==> config.mk <==
export PLATFORM = sky130hd
export DESIGN_NAME = hpc_reduce
export DESIGN_NICKNAME = d
export VERILOG_FILES = /design/src/hpc_pkg.sv /design/src/hpc_reduce.sv
export SDC_FILE = /design/constraint.sdc
export NUM_CORES = 1
export LEC_CHECK = 0
export BUFFER_PORTS_ARGS = -buffer_cell sky130_fd_sc_hd__buf_4
export CAP_MARGIN = 20
export CORE_AREA = 4 4 174 176
export CTS_CLUSTER_SIZE = 16
export DETAILED_ROUTE_END_ITERATION = 16
export DIE_AREA = 0 0 178 180
export RECOVER_POWER = 25
export SLEW_MARGIN = 0
export SYNTH_ARGS = -nofsm -noshare
export SYNTH_HDL_FRONTEND = slang
export SYNTH_SLANG_ARGS = --single-unit
==> constraint.sdc <==
create_clock -name clk -period 3.5 [get_ports clk]
set_input_delay 0.525 -clock clk [delete_from_list [all_inputs] [get_ports clk]]
set_output_delay 0.525 -clock clk [all_outputs]
set_load 0.1 [all_outputs]
==> src/hpc_pkg.sv <==
`timescale 1ns / 1ps
`default_nettype none

package hpc_pkg;

  // ring size limits and field widths
  localparam int W           = 32;
  localparam int MAX_ORDER   = 32;
  localparam int LANES       = MAX_ORDER;
  localparam int ORDER_W     = 6;
  localparam int CNT_W       = 6;
  localparam int RESET_ORDER = 12;

  typedef logic [W-1:0]                 word_t;
  typedef logic [2*W-1:0]               dword_t;
  typedef logic [ORDER_W-1:0]           order_t;
  typedef logic [CNT_W-1:0]             cnt_t;
  typedef logic [LANES-1:0][CNT_W-1:0]  cnt_vec_t;
  typedef logic [LANES-1:0]             lane_t;

  // per-stage advance enables
  typedef struct packed {
    logic s1;
    logic s2;
    logic s3;
    logic s4;
  } stage_en_t;

  // population count as four byte sums then one final add
  function automatic cnt_t popcnt(input word_t x);
    logic [3:0] part [4];
    cnt_t       sum;
    for (int k = 0; k < 4; k++) begin
      part[k] = '0;
      for (int j = 0; j < 8; j++) begin
        part[k] = part[k] + 4'(x[8*k+j]);
      end
    end
    sum = CNT_W'(part[0]) + CNT_W'(part[1]) + CNT_W'(part[2]) + CNT_W'(part[3]);
    return sum;
  endfunction

endpackage

`default_nettype wire

==> src/hpc_reduce.sv <==
`timescale 1ns / 1ps
`default_nettype none

module hpc_reduce import hpc_pkg::*; (
  input  wire        clk,
  input  stage_en_t  en,
  input  cnt_vec_t   cnt_a,
  input  cnt_vec_t   cnt_b,
  input  lane_t      hit,
  input  word_t      mask,
  input  logic       ident,
  output logic       same_iv,
  output logic       ident_out,
  output logic       dih,
  output logic       homo
);

  lane_t eq;
  logic  same_nxt, dih_nxt;
  logic  same_r, ident_r, dih_r, homo_r;

  // only distances below the ring order take part (mask bit d set iff d < n)
  for (genvar d = 0; d < LANES; d++) begin : g_eq
    assign eq[d] = (cnt_a[d] == cnt_b[d]) || !mask[d];
  end

  assign same_nxt = &eq;
  assign dih_nxt  = |(hit & mask);

  always_ff @(posedge clk) begin
    if (en.s4) begin
      same_r  <= same_nxt;
      ident_r <= ident;
      dih_r   <= dih_nxt;
      homo_r  <= same_nxt && !dih_nxt;
    end
  end

  assign same_iv   = same_r;
  assign ident_out = ident_r;
  assign dih       = dih_r;
  assign homo      = homo_r;

endmodule

`default_nettype wire

Word-level counts from Yosys, hierarchy flattened
Index checks and enable logic that the tools add are counted.
W data, S select, Z words.

word-level totals
  register bits = 4
  input bits = 454

operators by class
  equality and inequality tests = 32
  bitwise gates (word level) = 1
  reduce and logical (&&, ||, !) cells = 68

operators with widths
  operator             count
  $eq A6 B6 Y1         32
  $logic_not A1 Y1     33
  $and A32 B32 Y32     1
  $logic_or A1 B1 Y1   32
  $reduce_and A32 Y1   1
  $reduce_or A32 Y1    1
  $logic_and A1 B1 Y1  1

Depth between registers and ports, before layout
  depth after elaboration = 4
  gate-level depth with buffers = 6

Least setup slack after synthesis
OpenSTA, ideal clock, no wires.

  kind = input-to-reg
  start = input cnt_b[168] (netlist name)
  end = register homo_r, in the netlist homo, data pin
  arrival time = 1,768 ps
  required time = 3,331 ps
  slack = 1,563 ps
  stages on the path = 6
  buffers on the path = 0
  path through = xnor2_1 > nand4_1 > o31ai_1 > nand4_1 > or4_4 > nor4_4

on the way
  word-level cells in the longest chain between the ends = 4

RTL lines
  what                  line              source
  start, declared       hpc_reduce.sv:8   input cnt_vec_t cnt_b,
  $eq A6 B6 Y1          hpc_reduce.sv:24  assign eq[d] = (cnt_a[d] == cnt_b[d]) || !mask[d];
  $logic_or A1 B1 Y1    hpc_reduce.sv:24
  $reduce_and A32 Y1    hpc_reduce.sv:27  assign same_nxt = &eq;
  $logic_and A1 B1 Y1   hpc_reduce.sv:35  homo_r <= same_nxt && !dih_nxt;
  end signal, assigned  hpc_reduce.sv:35
  end, declared         hpc_reduce.sv:20  logic same_r, ident_r, dih_r, homo_r;

No other way between the ends.
A chain may end at the register's enable or synchronous reset.

Final worst setup path
  start = input cnt_b[91] (netlist name)
  end = register homo_r, in the netlist homo, data pin

The elaborated chain is that of the path after synthesis.

==> results_dict.tcl <==
set metrics [dict create \
    status "complete, no violations" \
    initial_core_util 0.08777 \
    slew_headroom 0.6120 \
    syn_inst 294 \
    core_area_sq_um 28630 \
    max-vdd-ir-drop_v 0.0001434 \
    grt_start_max_net_pins 5 \
    clk_pin_slew_ns 0.03 \
    final_nets 1207 \
    rsz0062_at_grt "no" \
    cts_resized 0 \
    synthToLayoutAreaGrowth_pct 157.7 \
    cts.hold.buffers_added 0 \
    cap_violations 0 \
    synth_area_sq_um 2512 \
    p_total_w 0.0009623 \
    io_pins 458 \
    min_period_ns 2.503 \
    drt_iter0_markers 57 \
    yosysWarnings 0 \
    placed_area_sq_um 6401 \
    antenna_left 0 \
    antenna_found_initial 1 \
    worstHoldEndpoint "ident_out$_DFFE_PP_" \
    die_x_um 178 \
    slew_violations 0 \
    cp.arrival_ns 2.56 \
    synth.avg_cell_area_sq_um 8.546 \
    setup_violations 0 \
    nFillCells 3147 \
    cp-start-kind "input port" \
    post_cts.repair.setup_buffers 0 \
    syn_nets 748 \
    max_freq_mhz 399.5 \
    fin_crit_sh 0.7151 \
    gp_congestion 0.8069 \
    synth.distinct_cells 14 \
    finish.instance_area_sq_um 6475 \
    yosys.area.top_type "xnor2_1" \
    layout-drive-gt1-share 0.6165 \
    hold_path_depth 1 \
    yosys-top-cells-area "xnor2_1 45%, xor2_1 22%, nand4_1 10%" \
    tightest_slew_ns 0.5771 \
    via_count 4005 \
    hp-start "ident" \
    crit_fanout 2 \
    placementRows 62 \
    vias_per_cell 3.526 \
    clock_path_buffers 2 \
    crit_type "input port to register" \
    synth-seq-area-share 0.04781 \
    die_y_um 180 \
    power.density_nw_per_um2 148.6 \
    cts_tree "done" \
    port_buffers 454 \
    routed_wl_um 18190 \
    ctsHtreeMaxLevel 1 \
    hold_slack_ns 0.5027 \
    place_hpwl_um 17530 \
    yosysTopAreaCellShare 0.4462 \
    grt_first_pass_wirelength_um 24170 \
    ys_ff_latch 4 \
    numCtsBuffers 3 \
    root_buffer "clkbuf_16" \
    crit_path_end_kind "register" \
    fp.dieArea_sq_um 32040 \
    cts.sinks 4 \
    grt_pass1_vias 4574 \
    grt_overflow_total 0 \
    grt_usage 0.1002 \
    hold_viol 0 \
    firstDrtPassIters 4 \
    worstPathRequired_ns 3.55 \
    route.detailed.drc 0 \
    hp-class "input port to register" \
    leakage_nw 2.927 \
    wire_per_inst_um 16.01 \
    setup_tns_ns 0 \
]
per-stage QoR:
step / worst slack, ns / utilization / std cells
2_1_floorplan: 1.563 / - / 294
3_3_place_gp: 0.6559 / 0.2236 / 1132
3_5_place_dp: 0.6396 / 0.2236 / 1132
4_1_cts: 0.8588 / 0.2262 / 1135
5_1_grt: 0.7894 / 0.2262 / 1136
6_report: 0.9971 / 0.2262 / 1136
layout make-up:
type                            instances  area, sq um  area share
Multi-Input combinational cell        290         2392      0.3695
Timing Repair Buffer                  454         3405      0.5258
Tap cell                              384        480.5     0.07420
Sequential cell                         4        120.1     0.01855
Clock buffer                            3        75.07     0.01159
Antenna cell                            1        2.502   0.0003865
cell usage after synthesis, drive strengths merged:
master / count
xnor2: 128
xor2: 64
nand4: 42
o31ai: 32
a22oi: 12
edfxtp: 4
a221oi: 2
a22o: 2
nand3: 2
or2: 2
or4: 2
nor3: 1
nor4: 1
cells in the final DEF, fill, tap and decap left out, drive strengths merged:
master and n:
nor3 1, a22oi 12, or2 2, a221oi 2, edfxtp 4, or4 2, diode 1, nor4 1
nand3 2, clkbuf 5, buf 452, nand4 42, xor2 64, xnor2 128, a22o 2, o31ai 32
how the worst max path moves through the flow:
stage                     startpoint             end  slack (ns)  cells after the start
after global routing      cnt_b[118]  homo$_DFFE_PP_        0.79                      7
final                      cnt_b[91]  homo$_DFFE_PP_         1.0                      7
after global placement    cnt_b[118]  homo$_DFFE_PP_        0.66                      7
after detailed placement  cnt_b[118]  homo$_DFFE_PP_        0.64                      7
after floorplan           cnt_b[168]  homo$_DFFE_PP_        1.56                      6
after CTS                 cnt_b[118]  homo$_DFFE_PP_        0.86                      7
flip-flops by register name, summed over array words and instances (netlist names):
signal and count:
dih 1, homo 1, ident_out 1, same_iv 1
power by group:
group          switching, W  total [W]  internal (W)  leakage [nW]
clock             0.0000317   0.000178      0.000146        0.0370
combinational      0.000259   0.000728      0.000469          2.85
sequential      0.000000927  0.0000568     0.0000558        0.0388
total              0.000291   0.000962      0.000671          2.93
per-layer routing:
layer,track usage,vias to the layer above,part of all wire
met2,0.2052,247,0.54
met1,0.1019,1752,0.34
li1,-,1992,-
met5,0,-,0
met4,0.02073,0,0.020
met3,0.01975,14,0.093
logic make-up after synthesis:
kind of cell | after synthesis | synth area share
XOR/XNOR | 192 | 0.6693
AO/OA/AOI/OAI | 48 | 0.1479
AND/OR/NAND/NOR | 50 | 0.1350
flip-flops | 4 | 0.04781
worst max-delay path, stage by stage:
cell and delay, ns:
buf_4 0.11, xnor2_1 0.25, nand4_1 0.17, o31ai_1 0.55, nand4_1 0.23, or4_4 0.59, nor4_4 0.13
No activity file was read; power rests on OpenSTA's default activity.
