## src/hpc_pkg.sv

```systemverilog
`timescale 1ns / 1ps
`default_nettype none

package hpc_pkg;

  // ring size limits and field widths
  localparam int W           = 32;
  localparam int MAX_ORDER   = 32;
  localparam int LANES       = MAX_ORDER;
  localparam int ORDER_W     = 6;
  localparam int CNT_W       = 6;
  localparam int RESET_ORDER = 12;

  typedef logic [W-1:0]                 word_t;
  typedef logic [2*W-1:0]               dword_t;
  typedef logic [ORDER_W-1:0]           order_t;
  typedef logic [CNT_W-1:0]             cnt_t;
  typedef logic [LANES-1:0][CNT_W-1:0]  cnt_vec_t;
  typedef logic [LANES-1:0]             lane_t;

  // per-stage advance enables
  typedef struct packed {
    logic s1;
    logic s2;
    logic s3;
    logic s4;
  } stage_en_t;

  // population count as four byte sums then one final add
  function automatic cnt_t popcnt(input word_t x);
    logic [3:0] part [4];
    cnt_t       sum;
    for (int k = 0; k < 4; k++) begin
      part[k] = '0;
      for (int j = 0; j < 8; j++) begin
        part[k] = part[k] + 4'(x[8*k+j]);
      end
    end
    sum = CNT_W'(part[0]) + CNT_W'(part[1]) + CNT_W'(part[2]) + CNT_W'(part[3]);
    return sum;
  endfunction

endpackage

`default_nettype wire

```

## src/hpc_front.sv

```systemverilog
`timescale 1ns / 1ps
`default_nettype none

module hpc_front import hpc_pkg::*; (
  input  wire        clk,
  input  stage_en_t  en,
  input  order_t     ring_order,
  input  word_t      set_a,
  input  word_t      set_b,
  output dword_t     za,
  output dword_t     zb,
  output dword_t     zr,
  output word_t      mask
);

  function automatic word_t bit_rev(input word_t x);
    word_t y;
    for (int k = 0; k < W; k++) begin
      y[k] = x[W-1-k];
    end
    return y;
  endfunction

  // stage 1: clamp the ring order and mask both sets
  order_t n_nxt, n1_r;
  word_t  mask_nxt, mask1_r;
  word_t  a_nxt, a1_r;
  word_t  b_nxt, b1_r;

  always_comb begin
    if (ring_order == '0) begin
      n_nxt = ORDER_W'(1);
    end else if (ring_order > ORDER_W'(MAX_ORDER)) begin
      n_nxt = ORDER_W'(MAX_ORDER);
    end else begin
      n_nxt = ring_order;
    end
    if (n_nxt >= ORDER_W'(W)) begin
      mask_nxt = '1;
    end else begin
      mask_nxt = (word_t'(1) << n_nxt) - word_t'(1);
    end
    a_nxt = set_a & mask_nxt;
    b_nxt = set_b & mask_nxt;
  end

  always_ff @(posedge clk) begin
    if (en.s1) begin
      n1_r    <= n_nxt;
      mask1_r <= mask_nxt;
      a1_r    <= a_nxt;
      b1_r    <= b_nxt;
    end
  end

  // stage 2: double each set around the ring so every rotation is a fixed slice
  order_t shamt;
  word_t  refl;
  dword_t za_nxt, zb_nxt, zr_nxt;
  dword_t za_r, zb_r, zr_r;
  word_t  mask2_r;

  always_comb begin
    shamt  = ORDER_W'(W) - n1_r;
    refl   = bit_rev(b1_r) >> shamt;
    za_nxt = {a1_r, word_t'(0)} | (dword_t'(a1_r) << shamt);
    zb_nxt = {b1_r, word_t'(0)} | (dword_t'(b1_r) << shamt);
    zr_nxt = {refl, word_t'(0)} | (dword_t'(refl) << shamt);
  end

  always_ff @(posedge clk) begin
    if (en.s2) begin
      za_r    <= za_nxt;
      zb_r    <= zb_nxt;
      zr_r    <= zr_nxt;
      mask2_r <= mask1_r;
    end
  end

  assign za   = za_r;
  assign zb   = zb_r;
  assign zr   = zr_r;
  assign mask = mask2_r;

endmodule

`default_nettype wire

```

## config.mk

```make
export PLATFORM = sky130hd
export DESIGN_NAME = hpc_front
export DESIGN_NICKNAME = d
export VERILOG_FILES = /design/src/hpc_pkg.sv /design/src/hpc_front.sv
export SDC_FILE = /design/constraint.sdc
export NUM_CORES = 1
export LEC_CHECK = 0
export ABC_AREA = 1
export BUFFER_PORTS_ARGS = -buffer_cell sky130_fd_sc_hd__buf_4
export CELL_PAD_IN_SITES_DETAIL_PLACEMENT = 1
export CELL_PAD_IN_SITES_GLOBAL_PLACEMENT = 1
export CORE_MARGIN = 3
export CORE_UTILIZATION = 30
export DETAILED_ROUTE_END_ITERATION = 8
export PLACE_DENSITY_LB_ADDON = 0.1
export SLEW_MARGIN = 20
export SYNTH_ARGS = -nofsm -noshare
export SYNTH_HDL_FRONTEND = slang
export SYNTH_SLANG_ARGS = --single-unit
```

## constraint.sdc

```tcl
create_clock -name clk -period 9.2 [get_ports clk]
set_clock_uncertainty 0.15 [all_clocks]
set_input_delay 0 -clock clk [delete_from_list [all_inputs] [get_ports clk]]
set_output_delay 0 -clock clk [all_outputs]
set_load 0.01 [all_outputs]
```

Word-level counts from Yosys, hierarchy flattened
Index checks and enable logic that the tools add are counted.

Register bits after elaboration: 326. Output and inout bits: 224. Word-level logic and storage cells: 26.

Add/subtract/negate cells: 2. Order comparisons: 2. Shift-type cells: 5. Muxes and demuxes: 3. Bitwise operators: 5. Reduce and logical (&&, ||, !) cells: 1.

Operators with widths (count): 64-bit bitwise OR (3); 32-bit by 6-bit left shift with 64-bit output (3); 32-bit AND (2); 32-bit 2-to-1 mux (1); 1-bit by 6-bit left shift with 32-bit output, first input constant (1); 32-bit by 6-bit right shift with 32-bit output (1); 32-bit by 1-bit subtractor with 32-bit output, second input constant (1); 6-bit 2-to-1 mux (2); 6-bit >= comparator, second input constant (1); 6-bit > comparator, second input constant (1); 6-bit logical NOT (1); 6-bit subtractor, first input constant (1).

Logic depth before layout (Yosys ltp)
Depth in word-level cells: 7. Gate-level depth with buffers: 25. Gate-level depth less buffers: 20.

Worst setup path before layout
OpenSTA, ideal clock, no wires.

Path type: reg-to-reg. From: register n1_r[0]. To: register zr_r[31] (netlist: zr[31]), data pin. Setup time: 254 ps. Arrival time: 2869 ps. Required time: 8796 ps. Path slack: 5927 ps. Stages on the path, launching flop included: 18. Buffers on the path: 9. Clock period less this slack: 3273 ps. Cells stage by stage: edfxtp_1 -> buf_6 -> inv_4 -> buf_6 -> buf_4 -> buf_4 -> buf_2 -> ha_1 -> inv_2 -> buf_2 -> buf_2 -> buf_1 -> clkbuf_1 -> nor2_1 -> nor3_1 -> nand2_1 -> nor2_1 -> nand2_1.

Word-level cells in the longest chain between the ends: 4.

RTL lines: start: declaration (line hpc_front.sv:25) `order_t n_nxt, n1_r;`; start signal: assignment (line hpc_front.sv:49) `n1_r <= n_nxt;`; 6-bit subtractor * (line hpc_front.sv:64) `shamt = ORDER_W'(W) - n1_r;`; 32-bit by 6-bit right shift with 32-bit output (line hpc_front.sv:65) `refl = bit_rev(b1_r) >> shamt;`; 32-bit by 6-bit left shift with 64-bit output * (line hpc_front.sv:68) `zr_nxt = {refl, word_t'(0)} | (dword_t'(refl) << shamt);`; 64-bit bitwise OR * (line hpc_front.sv:68); end signal: assignment (line hpc_front.sv:75) `zr_r <= zr_nxt;`; end: declaration (line hpc_front.sv:60) `dword_t za_r, zb_r, zr_r;`.

Mark *: on every way between the ends. The rest lies on a longest branch, timed or not. A chain may end at the register's enable or synchronous reset.

Worst setup path after layout
From: register n1_r[0]. To: register zb_r[37] (netlist: zb[37]), data pin.

Word-level cells in the longest chain between the ends: 3.

RTL lines: 6-bit subtractor (line hpc_front.sv:64); 32-bit by 6-bit left shift with 64-bit output (line hpc_front.sv:67) `zb_nxt = {b1_r, word_t'(0)} | (dword_t'(b1_r) << shamt);`; 64-bit bitwise OR (line hpc_front.sv:67); named net zb_nxt[37] (line hpc_front.sv:59) `dword_t za_nxt, zb_nxt, zr_nxt;`; end signal: assignment (line hpc_front.sv:74) `zb_r <= zb_nxt;`; end: declaration (line hpc_front.sv:60).

The timed path passes the listed nets, and every way through them passes these cells.

==> metrics <==
I/O Pins=299; largest net degree at the start of global routing=99; die height=253 microns; routed wire length=76400 microns; share of cells above drive strength 1=18.0%; Fmax=212 MHz; final net count=2507; maximum vdd drop=0.102 mV; register area=9790 sq um; RSZ-0062 raised after global routing=false; # rows=89; Via Count=16500; WS Path Type=reg2reg; ys async rst share=0%; Starting Density=30.7%; Post-Syn Area per Cell=8.64 sq um; CP delay by family, top=buffers and inverters; Vias per Instance=5.10; synth top area cells=edfxtp_1 (53%), nand2_1 (10%), nand3_1 (9.4%); Remaining DRCs=0; ANT nets after route=0; post-synth top area share=53.4%; Crit path buffers/inverters=7; Worst Max-Slew Pin Slew=1.11 ns; DP Wirelength=56700 microns; Gate Count Post-Synth=2120; clk sink count=326; Num CTS Buffers=39; crit path DAT=4.87 ns; core box area=59700 sq um; Fin. Hold Viols=0; clk_lat worst skew=0.56 ns; Synth area leader=edfxtp_1; clock-pin slew on the worst setup and hold paths=0.06 ns; synth cell count leaders=nand2_1 (505), nand3_1 (344), edfxtp_1 (326); multi-input combinational cell area=7070 sq um; flops & latches, synth=326; number of antenna violations at the first check in global routing=2; drt pass-1 iters=7; aggregate global-route resource usage=23.5%; area grow syn2layout=26.2%; Slew HR=26.3%; Min-Delay Path Class=in2reg; number of synthesized flops with an enable pin=326; most frequent cell after synthesis=nand2_1; Leakage=0.0101 uW; CTS Root Cell=clkbuf_16; Util after Layout=38.7%; CP Capture Type=flip-flop; Design Power=5010 uW; CTS tree=built; Most used DFF post-synth=edfxtp_1; status=completed; grt ovf=0; drt initial violations=1173; fin crit period=4.72 ns; Worst Setup SP=n1_r[0]$_DFFE_PP_; slowest CP cell=inv_1; RR Startpoint=n1_r[0]$_DFFE_PP_; post-synthesis cell type count=54; Final GP Congestion=0.894; max_cap viols=0; # fillers=6922; Die W=253 microns; first-pass GRT wire length=111000 microns; setup TNS=0 ns; deepest level of the CTS H-tree=2; Final Non-Filler Cells=3233; placed cells=3080; YS warnings=0; port bufs=296; cell mode on critical path=buf_4; CP Max Fanout=49; Setup crit start kind=flip-flop; crit path cell chain=buf_4 > inv_4 > ha_2 > nand3_1 > xnor2_4 > buf_4 > inv_2 > buf_4 > nor2_1 > buf_4 > inv_1 > o22ai_1 > a211o_1; Req. time, crit path=9.35 ns; Worst path max stage delay=0.71 ns; power per cell area=217 nW/um^2; Mapped Area=18300 sq um; number of global-route vias before repair=16700; Final setup viols=0; DIE AREA=64100 sq um; ANT cells=0; post-synthesis sequential area ratio=53.4%; CTS max path bufs=3; Routed WL per cell=23.6 microns; Worst Hold Launch=set_b[4]; part of the cycle the worst path needs=51.3%; max-slew violations=0
repair_timing:
action | 4_1_cts | 5_1_grt
setup buffers | 0 | 0
hold buffers | 82 | 0
resized for setup | 0 | 0
endpoints found under the hold margin | 202 | 0
stage by stage:
step	cell area (sq um)	setup slack, ns	hold slack (ns)
2_1_floorplan	18300	5.93	-0.0375
3_5_place_dp	21000	4.47	0.0415
3_3_place_gp	21000	4.50	0.0379
5_1_grt	23100	4.17	0.144
6_report	23100	4.48	0.120
4_1_cts	23100	4.47	0.0750
power by group:
| part | internal, uW | switching (uW) | total [uW] |
|---|---|---|---|
| Clock | 970 | 648 | 1620 |
| Sequential | 1850 | 89.9 | 1940 |
| Combinational | 447 | 1000 | 1450 |
worst reg2reg max path, delay by kind of cell (launching register included):
family                     cells  cell delay [ns]
buffers and inverters          7             2.71
AOI/OAI and AO/OA              2             0.42
adders and majority gates      1             0.29
and+or+nand+nor                2             0.38
DFF                            1             0.36
xor gates and xnor gates       1             0.17
layout by cell type, fill, tap and decap left out, types with 3 or more instances in the layout:
| master | Yosys | final |
|---|---|---|
| clkinv_1 | 1 | 10 |
| o21ai_0 | 102 | 102 |
| a221o_1 | 5 | 5 |
| nor3_2 | 3 | 3 |
| nor2_4 | 6 | 6 |
| o22ai_1 | 4 | 4 |
| buf_4 | 18 | 316 |
| clkbuf_16 | 0 | 40 |
| nand3_2 | 3 | 3 |
| bufinv_16 | 0 | 6 |
| a21boi_1 | 4 | 4 |
| nand2_2 | 9 | 9 |
| inv_1 | 176 | 176 |
| o21ai_1 | 35 | 35 |
| clkinv_4 | 0 | 3 |
| edfxtp_1 | 326 | 326 |
| a21boi_0 | 8 | 8 |
| clkbuf_1 | 37 | 6 |
| o211ai_1 | 18 | 18 |
| nand2_4 | 4 | 4 |
| inv_2 | 15 | 15 |
| o21a_1 | 13 | 13 |
| inv_6 | 1 | 4 |
| dlygate4sd3_1 | 0 | 82 |
| a31oi_1 | 21 | 21 |
| nor2_1 | 218 | 218 |
| a21oi_1 | 42 | 42 |
| nor3_1 | 21 | 21 |
| nand2_1 | 505 | 505 |
| mux2i_1 | 14 | 14 |
| nand4_1 | 31 | 31 |
| o221ai_1 | 22 | 22 |
| nand3_1 | 344 | 344 |
| clkinv_2 | 0 | 3 |
| nor2_2 | 10 | 10 |
flip-flops by register name, indices dropped and copies added (netlist names):
| name | flops |
|---|---|
| mask | 32 |
| za | 64 |
| zb | 64 |
| mask1_r | 32 |
| a1_r | 32 |
| zr | 64 |
| b1_r | 32 |
| n1_r | 6 |
worst paths after layout:
| kind | to | slack (ns) | cells after the start |
|---|---|---|---|
| max | zb[37]$_DFFE_PP_ | 4.48 | 13 |
| min | b1_r[4]$_DFFE_PP_ | 0.12 | 4 |
| max reg2reg | zb[37]$_DFFE_PP_ | 4.48 | 13 |
| min reg2reg | mask[31]$_DFFE_PP_ | 0.27 | 0 |
kinds of logic after synthesis:
group / after synthesis / share of synthesized area (%)
other cells: 1 / 0.0205
xor+xnor: 3 / 0.328
buf+inv: 329 / 8.16
flops: 326 / 53.4
simple gates: 1166 / 28.1
compound gates: 279 / 9.06
mux: 14 / 0.765
fa+ha+maj: 2 / 0.137
metal layers:
layer  GRT usage [%]  vias to the layer above  share of wire (%)
met4            5.27                        0                2.1
met5               0                        -                  0
met2            39.6                      436                 48
met1            32.3                     8063                 46
met3            2.90                       85                4.3
li1                -                     7900                  -
area by class of cell:
cell class,count,share of cell area [%]
flip-flops and latches,326,42.3
multi-input cells,1466,30.6
repair buffers,400,13.9
clock buffers,46,4.43
well taps,773,4.18
inverters,197,3.31
clock inverters,25,1.29
Note: power is estimated with default switching activity, not from simulation.
